--- src/rtl/steer_throttle_servo_mapper_unit_macros.svh ---
// Assertion macros used by the servo mapper controller RTL.
`ifndef STEER_THROTTLE_SERVO_MAPPER_UNIT_MACROS_SVH
`define STEER_THROTTLE_SERVO_MAPPER_UNIT_MACROS_SVH

// Same-cycle implication, clocked on clk, off during reset.
`define STSM_ASSERT_SAME(lbl, ante, cons, msg) \
	lbl: assert property (@(posedge clk) disable iff (!arst_n) (ante) |-> (cons)) \
		else $error(msg);

// Next-cycle implication, clocked on clk, off during reset.
`define STSM_ASSERT_NEXT(lbl, ante, cons, msg) \
	lbl: assert property (@(posedge clk) disable iff (!arst_n) (ante) |=> (cons)) \
		else $error(msg);

`endif

--- src/rtl/stsm_pkg.sv ---
// Shared types, codes and constants of the servo mapper.
package stsm_pkg;
	localparam int TABLE_SIZE_DEF = 16;
	localparam int STEP_DEGREES   = 4;

	localparam int CFG_W     = 16;
	localparam int CFG_IDX_W = 3;

	// shared divider widths
	localparam int DIV_NUM_W = 60;
	localparam int DIV_DEN_W = 44;
	localparam int DIV_Q_W   = 32;

	// fixed-point constants (Q8.8 where a _Q position; POS_MAX in whole positions)
	localparam int CENTER_Q = 23040;
	localparam int FULL_Q   = 46080;
	localparam int THR_OFFS = 25600;
	localparam int THR_DEN  = 2560;
	localparam int POS_MAX  = 180;

	// command codes
	localparam logic [1:0] CMD_STEER    = 2'd0;
	localparam logic [1:0] CMD_SPEED    = 2'd1;
	localparam logic [1:0] CMD_THROTTLE = 2'd2;
	localparam logic [1:0] CMD_WRITE    = 2'd3;

	// configuration register indexes
	localparam logic [CFG_IDX_W-1:0] REG_MIN_STEER = 3'd0;
	localparam logic [CFG_IDX_W-1:0] REG_MAX_STEER = 3'd1;
	localparam logic [CFG_IDX_W-1:0] REG_FWD_GAIN  = 3'd2;
	localparam logic [CFG_IDX_W-1:0] REG_REV_GAIN  = 3'd3;
	localparam logic [CFG_IDX_W-1:0] REG_RPM_SPEED = 3'd4;
	localparam logic [CFG_IDX_W-1:0] REG_MIN_RPM   = 3'd5;
	localparam logic [CFG_IDX_W-1:0] REG_MAX_RPM   = 3'd6;

	// datapath operations
	localparam logic [4:0] OP_NONE     = 5'd0;
	localparam logic [4:0] OP_LOAD     = 5'd1;
	localparam logic [4:0] OP_ST_PREP  = 5'd2;
	localparam logic [4:0] OP_SP_MUL1  = 5'd3;
	localparam logic [4:0] OP_SP_MUL2  = 5'd4;
	localparam logic [4:0] OP_SP_CLAMP = 5'd5;
	localparam logic [4:0] OP_SP_SCALE = 5'd6;
	localparam logic [4:0] OP_TH_PREP  = 5'd7;
	localparam logic [4:0] OP_ST_CAP   = 5'd8;
	localparam logic [4:0] OP_SP_CAP   = 5'd9;
	localparam logic [4:0] OP_IX_PREP  = 5'd10;
	localparam logic [4:0] OP_DB_RDL   = 5'd12;
	localparam logic [4:0] OP_DB_RDR   = 5'd13;
	localparam logic [4:0] OP_DB_LATR  = 5'd14;
	localparam logic [4:0] OP_DB_PREP  = 5'd15;
	localparam logic [4:0] OP_DB_ABS   = 5'd16;
	localparam logic [4:0] OP_DB_CAP   = 5'd17;
	localparam logic [4:0] OP_SP_PUSH  = 5'd18;

	typedef struct packed {
		logic [4:0] op;
		logic       div_start;
		logic       out_load;
	} dp_cmd_t;

	typedef struct packed {
		logic skip;
		logic div_done;
	} dp_stat_t;
endpackage

--- src/rtl/stsm_ctrl.sv ---
// Controller: command sequencing state machine and result beat handshake.
module stsm_ctrl (
	input  logic              clk,
	input  logic              arst_n,
	input  logic              in_valid,
	input  logic [1:0]        in_command,
	output logic              in_ready,
	input  logic              out_ready,
	output logic              out_valid,
	output stsm_pkg::dp_cmd_t  cmd,
	input  stsm_pkg::dp_stat_t stat
);
	import stsm_pkg::*;
	`include "steer_throttle_servo_mapper_unit_macros.svh"

	localparam logic [4:0] S_IDLE     = 5'd0;
	localparam logic [4:0] S_ST_PREP  = 5'd1;
	localparam logic [4:0] S_SP_MUL1  = 5'd2;
	localparam logic [4:0] S_SP_MUL2  = 5'd3;
	localparam logic [4:0] S_SP_CLAMP = 5'd4;
	localparam logic [4:0] S_SP_SCALE = 5'd5;
	localparam logic [4:0] S_TH_PREP  = 5'd6;
	localparam logic [4:0] S_DIV_GO   = 5'd7;
	localparam logic [4:0] S_DIV_WAIT = 5'd8;
	localparam logic [4:0] S_ST_CAP   = 5'd9;
	localparam logic [4:0] S_SP_CAP   = 5'd10;
	localparam logic [4:0] S_IX_PREP  = 5'd11;
	localparam logic [4:0] S_DB_RDL   = 5'd13;
	localparam logic [4:0] S_DB_RDR   = 5'd14;
	localparam logic [4:0] S_DB_LATR  = 5'd15;
	localparam logic [4:0] S_DB_PREP  = 5'd16;
	localparam logic [4:0] S_DB_ABS   = 5'd17;
	localparam logic [4:0] S_DB_CAP   = 5'd18;
	localparam logic [4:0] S_SP_PUSH  = 5'd19;
	localparam logic [4:0] S_FIN      = 5'd21;

	// which divide is in flight
	localparam logic [2:0] PH_ST = 3'd0;
	localparam logic [2:0] PH_SP = 3'd1;
	localparam logic [2:0] PH_DB = 3'd3;

	logic [4:0] state_q, state_d, post;
	logic [2:0] ph_q, ph_d;
	logic       out_valid_q, free;

	assign free = !out_valid_q || out_ready;

	// state after a divide
	always_comb begin
		unique case (ph_q)
			PH_ST:   post = S_ST_CAP;
			PH_SP:   post = S_SP_CAP;
			PH_DB:   post = S_DB_CAP;
			default: post = S_IDLE;
		endcase
	end

	// next state and datapath command
	always_comb begin
		state_d       = state_q;
		ph_d          = ph_q;
		cmd.op        = OP_NONE;
		cmd.div_start = 1'b0;
		cmd.out_load  = 1'b0;
		in_ready      = state_q == S_IDLE;
		unique case (state_q)
			S_IDLE: if (in_valid) begin
				cmd.op = OP_LOAD;
				unique case (in_command)
					CMD_STEER: begin
						state_d = S_ST_PREP;
						ph_d    = PH_ST;
					end
					CMD_SPEED: begin
						state_d = S_SP_MUL1;
						ph_d    = PH_SP;
					end
					CMD_THROTTLE: state_d = S_TH_PREP;
					default: state_d = S_IDLE;
				endcase
			end
			S_ST_PREP: begin
				cmd.op  = OP_ST_PREP;
				state_d = S_DIV_GO;
			end
			S_SP_MUL1: begin
				cmd.op  = OP_SP_MUL1;
				state_d = S_SP_MUL2;
			end
			S_SP_MUL2: begin
				cmd.op  = OP_SP_MUL2;
				state_d = S_SP_CLAMP;
			end
			S_SP_CLAMP: begin
				cmd.op  = OP_SP_CLAMP;
				state_d = S_SP_SCALE;
			end
			S_SP_SCALE: begin
				cmd.op  = OP_SP_SCALE;
				state_d = S_DIV_GO;
			end
			S_TH_PREP: begin
				cmd.op  = OP_TH_PREP;
				state_d = S_FIN;
			end
			S_DIV_GO: begin
				if (stat.skip) begin
					state_d = post;
				end else begin
					cmd.div_start = 1'b1;
					state_d       = S_DIV_WAIT;
				end
			end
			S_DIV_WAIT: if (stat.div_done) state_d = post;
			S_ST_CAP: begin
				cmd.op  = OP_ST_CAP;
				state_d = S_FIN;
			end
			S_SP_CAP: begin
				cmd.op  = OP_SP_CAP;
				state_d = S_IX_PREP;
			end
			S_IX_PREP: begin
				cmd.op  = OP_IX_PREP;
				state_d = S_DB_RDL;
			end
			S_DB_RDL: begin
				cmd.op  = OP_DB_RDL;
				state_d = S_DB_RDR;
			end
			S_DB_RDR: begin
				cmd.op  = OP_DB_RDR;
				state_d = S_DB_LATR;
			end
			S_DB_LATR: begin
				cmd.op  = OP_DB_LATR;
				state_d = S_DB_PREP;
			end
			S_DB_PREP: begin
				cmd.op  = OP_DB_PREP;
				state_d = S_DB_ABS;
			end
			S_DB_ABS: begin
				cmd.op  = OP_DB_ABS;
				ph_d    = PH_DB;
				state_d = S_DIV_GO;
			end
			S_DB_CAP: begin
				cmd.op  = OP_DB_CAP;
				state_d = S_SP_PUSH;
			end
			S_SP_PUSH: begin
				cmd.op  = OP_SP_PUSH;
				state_d = S_FIN;
			end
			S_FIN: if (free) begin
				cmd.out_load = 1'b1;
				state_d      = S_IDLE;
			end
			default: state_d = S_IDLE;
		endcase
	end

	// state and result beat valid
	always_ff @(posedge clk or negedge arst_n) begin
		if (!arst_n) begin
			state_q     <= S_IDLE;
			ph_q        <= PH_ST;
			out_valid_q <= 1'b0;
		end else begin
			state_q <= state_d;
			ph_q    <= ph_d;
			if (cmd.out_load) out_valid_q <= 1'b1;
			else if (out_ready) out_valid_q <= 1'b0;
		end
	end

	assign out_valid = out_valid_q;

	`STSM_ASSERT_SAME(a_load_free, cmd.out_load, !out_valid_q || out_ready, "result beat overwritten")
	`STSM_ASSERT_NEXT(a_load_shown, cmd.out_load, out_valid_q, "loaded result beat not shown")
	`STSM_ASSERT_SAME(a_done_wait, stat.div_done, state_q == S_DIV_WAIT, "divider done out of wait")
endmodule

--- config.mk ---
export PLATFORM = sky130hd
export DESIGN_NAME = stsm_ctrl
export DESIGN_NICKNAME = d
export VERILOG_FILES = /design/src/rtl/stsm_pkg.sv /design/src/rtl/stsm_ctrl.sv
export VERILOG_INCLUDE_DIRS = /design/src /design/src/rtl
export SDC_FILE = /design/constraint.sdc
export NUM_CORES = 1
export LEC_CHECK = 0
export ABC_AREA = 1
export BUFFER_PORTS_ARGS = -buffer_cell sky130_fd_sc_hd__buf_2
export CAP_MARGIN = 5
export CELL_PAD_IN_SITES_DETAIL_PLACEMENT = 0
export CELL_PAD_IN_SITES_GLOBAL_PLACEMENT = 1
export CORE_MARGIN = 3
export CORE_UTILIZATION = 38
export CTS_CLUSTER_SIZE = 12
export DETAILED_ROUTE_END_ITERATION = 6
export PLACE_DENSITY_LB_ADDON = 0.1
export SYNTH_ARGS = -nofsm -noshare
export SYNTH_HDL_FRONTEND = slang
export SYNTH_SLANG_ARGS = --single-unit
--- constraint.sdc ---
create_clock -name clk -period 2.1 [get_ports clk]
set_input_delay 0.42 -clock clk [delete_from_list [all_inputs] [get_ports clk]]
set_output_delay 0.42 -clock clk [all_outputs]
set_load 0.01 [all_outputs]
==> out/qor.yml <==
cells_and_area:
  diodes: 0
  fill_cells: 211
  most-common-layout-cells: "nand2_1, nor2_1, inv_1, buf_2, nand3_1"
  seq_area_sq_um: 201
  final_nets: 172
  final_common_cell: "nand2_1"
  multiInputGateArea_sq_um: 518
  drive_above_1_share: 0.171
  syn2layout_area_growth_pct: 17.1
detailed_routing:
  via_per_inst: 5.04
  drt_pre_antenna_iters: 4
  wl_mm: 2.05
  via_count: 923
  drc_errors: 0
  antenna_left: 0
  wl_per_cell_um: 11.2
  drt_iter0_markers: 33
die:
  initial_utilization: 0.428
  num_rows: 15
  core_sq_mm: 0.00186
  die_w_um: 51.8
  dieArea_sq_mm: 0.00268
  ios: 17
  dieHeight_um: 51.8
yosys:
  yosys_warnings: 0
  yosys.area.top_type: "dfrtp_1"
  synth.avg_cell_area_sq_um: 5.72
  yosysUniqueCellTypes: 17
  synth.area.top_cells: "dfrtp_1, nand2_1, nor2_1"
  syn-cell-area_sq_um: 796
  syn_inst: 139
  synth.top_cell.area_share: 0.252
  synth_seq_cells: 8
  synth_fp_nets: 151
  seq_area_frac_synth: 0.252
clock_tree:
  ctsRootBufferMaster: "clkbuf_4"
  clock_path_buffers: 2
  numCtsBuffers: 3
  clock-sinks: 8
  cts_tree: "yes"
  holdBufCountCts: 0
  cts.clk_slew.worst_paths_ns: 0.05
  post_cts_buffers: 0
  clkLatencyLatePin_ns: 0.24
  cts.htree.levels: 1
timing:
  worst_pin_slew_ns: 0.386
  post-route-period-util: 0.929
  skew_ns: 0.000290
  fin_ws_ns: 0.148
  slew_violations: 0
  finalSetupViolations: 0
  rsz0062_at_grt: "true"
  fmax_ghz: 0.512
  final.setup.tns_ns: 0
  holdWs_ns: 0.00547
  period_needed_ns: 1.95
  relSlewSlack: 0.741
  finalHoldViolations: 0
setup_path:
  required_ns: 1.68
  critPathKind: "reg -> out"
  timing.rr.end: "state_q[4]"
  rr_worst_depth: 10
  path_max_fanout: 6
  crit_path_end_kind: "output port"
  start_kind: "flop"
  r2r_slack_ns: 0.58
  worstPathArrival_ns: 1.53
  r2r-start: "state_q[3]"
hold_path:
  holdCritPathClass: "in -> async"
grt:
  grt_antenna_before_repair: 0
  grt_max_degree: 11
  grt_usage: 0.170
  grt.overflow.total: 0
  grt_pass1_vias: 852
  grt_pass1_wl_mm: 3.48
power:
  p_per_area_mw_per_mm2: 1460
  p_leak_nw: 0.557
  power_mw: 1.36
  ir_drop_mv: 0.833
job:
  max_cap_violations: 0
place:
  post-place-ws_ns: 0.362
  hpwl_mm: 1.74
  port-buffer-count: 16
  place_congestion: 0.971
run_status:
  status: "finished, final reports clean"
## stage by stage
step	instances	instance area (sq um)	utilization
floorplan	139	796	-
global placement	180	901	0.485
detailed placement	180	901	0.485
CTS	183	923	0.497
global route	183	932	0.502
finish	183	932	0.502
## what timing repair did
action                                  4_1_cts  5_1_grt
endpoints found under the setup margin        0        4
resized for setup                             0        5
hold endpoints to repair                      0        0
## synthesized netlist by cell type
cell	n
o211ai_1	3
or2_2	1
o21ai_0	6
nand3_1	12
ha_1	4
nand2_1	48
nand4_1	4
nor2_1	26
a21oi_1	3
inv_1	18
clkbuf_8	1
nor2_2	1
dfrtp_1	8
nor4_1	1
nor3_1	1
inv_2	1
a31oi_1	1
## routing by layer
| metal | track usage | vias up | wire length [um] |
|---|---|---|---|
| met5 | 0 | - | 0 |
| met2 | 0.299 | 26 | 982 |
| li1 | - | 484 | - |
| met3 | 0.0172 | 2 | 74 |
| met4 | 0.0568 | 0 | 21 |
| met1 | 0.215 | 411 | 967 |
## worst max-delay path by stage
stage,cells after the start,endpoint,start
detailed placement,7,cmd[4],state_q[4]
global route,6,cmd[2],state_q[0]
CTS,7,cmd[3],state_q[1]
floorplan,5,cmd[2],state_q[2]
finish,6,cmd[2],state_q[0]
global placement,7,cmd[3],state_q[1]
## registers in the layout (all words and copies together) (netlist names)
register   flops
state_q        5
ph_q           2
out_valid      1
## where the power goes
part           switching [mW]  leakage, nW  internal, mW
combinational           0.596        0.449         0.320
sequential             0.0966       0.0940         0.234
clock                  0.0486       0.0138        0.0652
## final cells by class
cell class	count	area share
sequential	8	0.216
clock buffer	3	0.0242
inverter	19	0.0765
multi-input combinational	111	0.556
tap	25	0.0336
timing repair buffer	17	0.0940
## critical path, cell delays in order (launching register included)
cell     delay, ns
dfrtp_1       0.44
nor2_2        0.25
nand3_1       0.14
inv_1         0.17
a21oi_1       0.09
nand3_1       0.06
buf_2         0.13
## kinds of logic after synthesis
kind of cell / share of synthesized area
simple gates: 0.486
compound gates: 0.0928
flops: 0.252
buf+inv: 0.107
fa+ha+maj: 0.0629
Power figures use the tool's default switching activity.
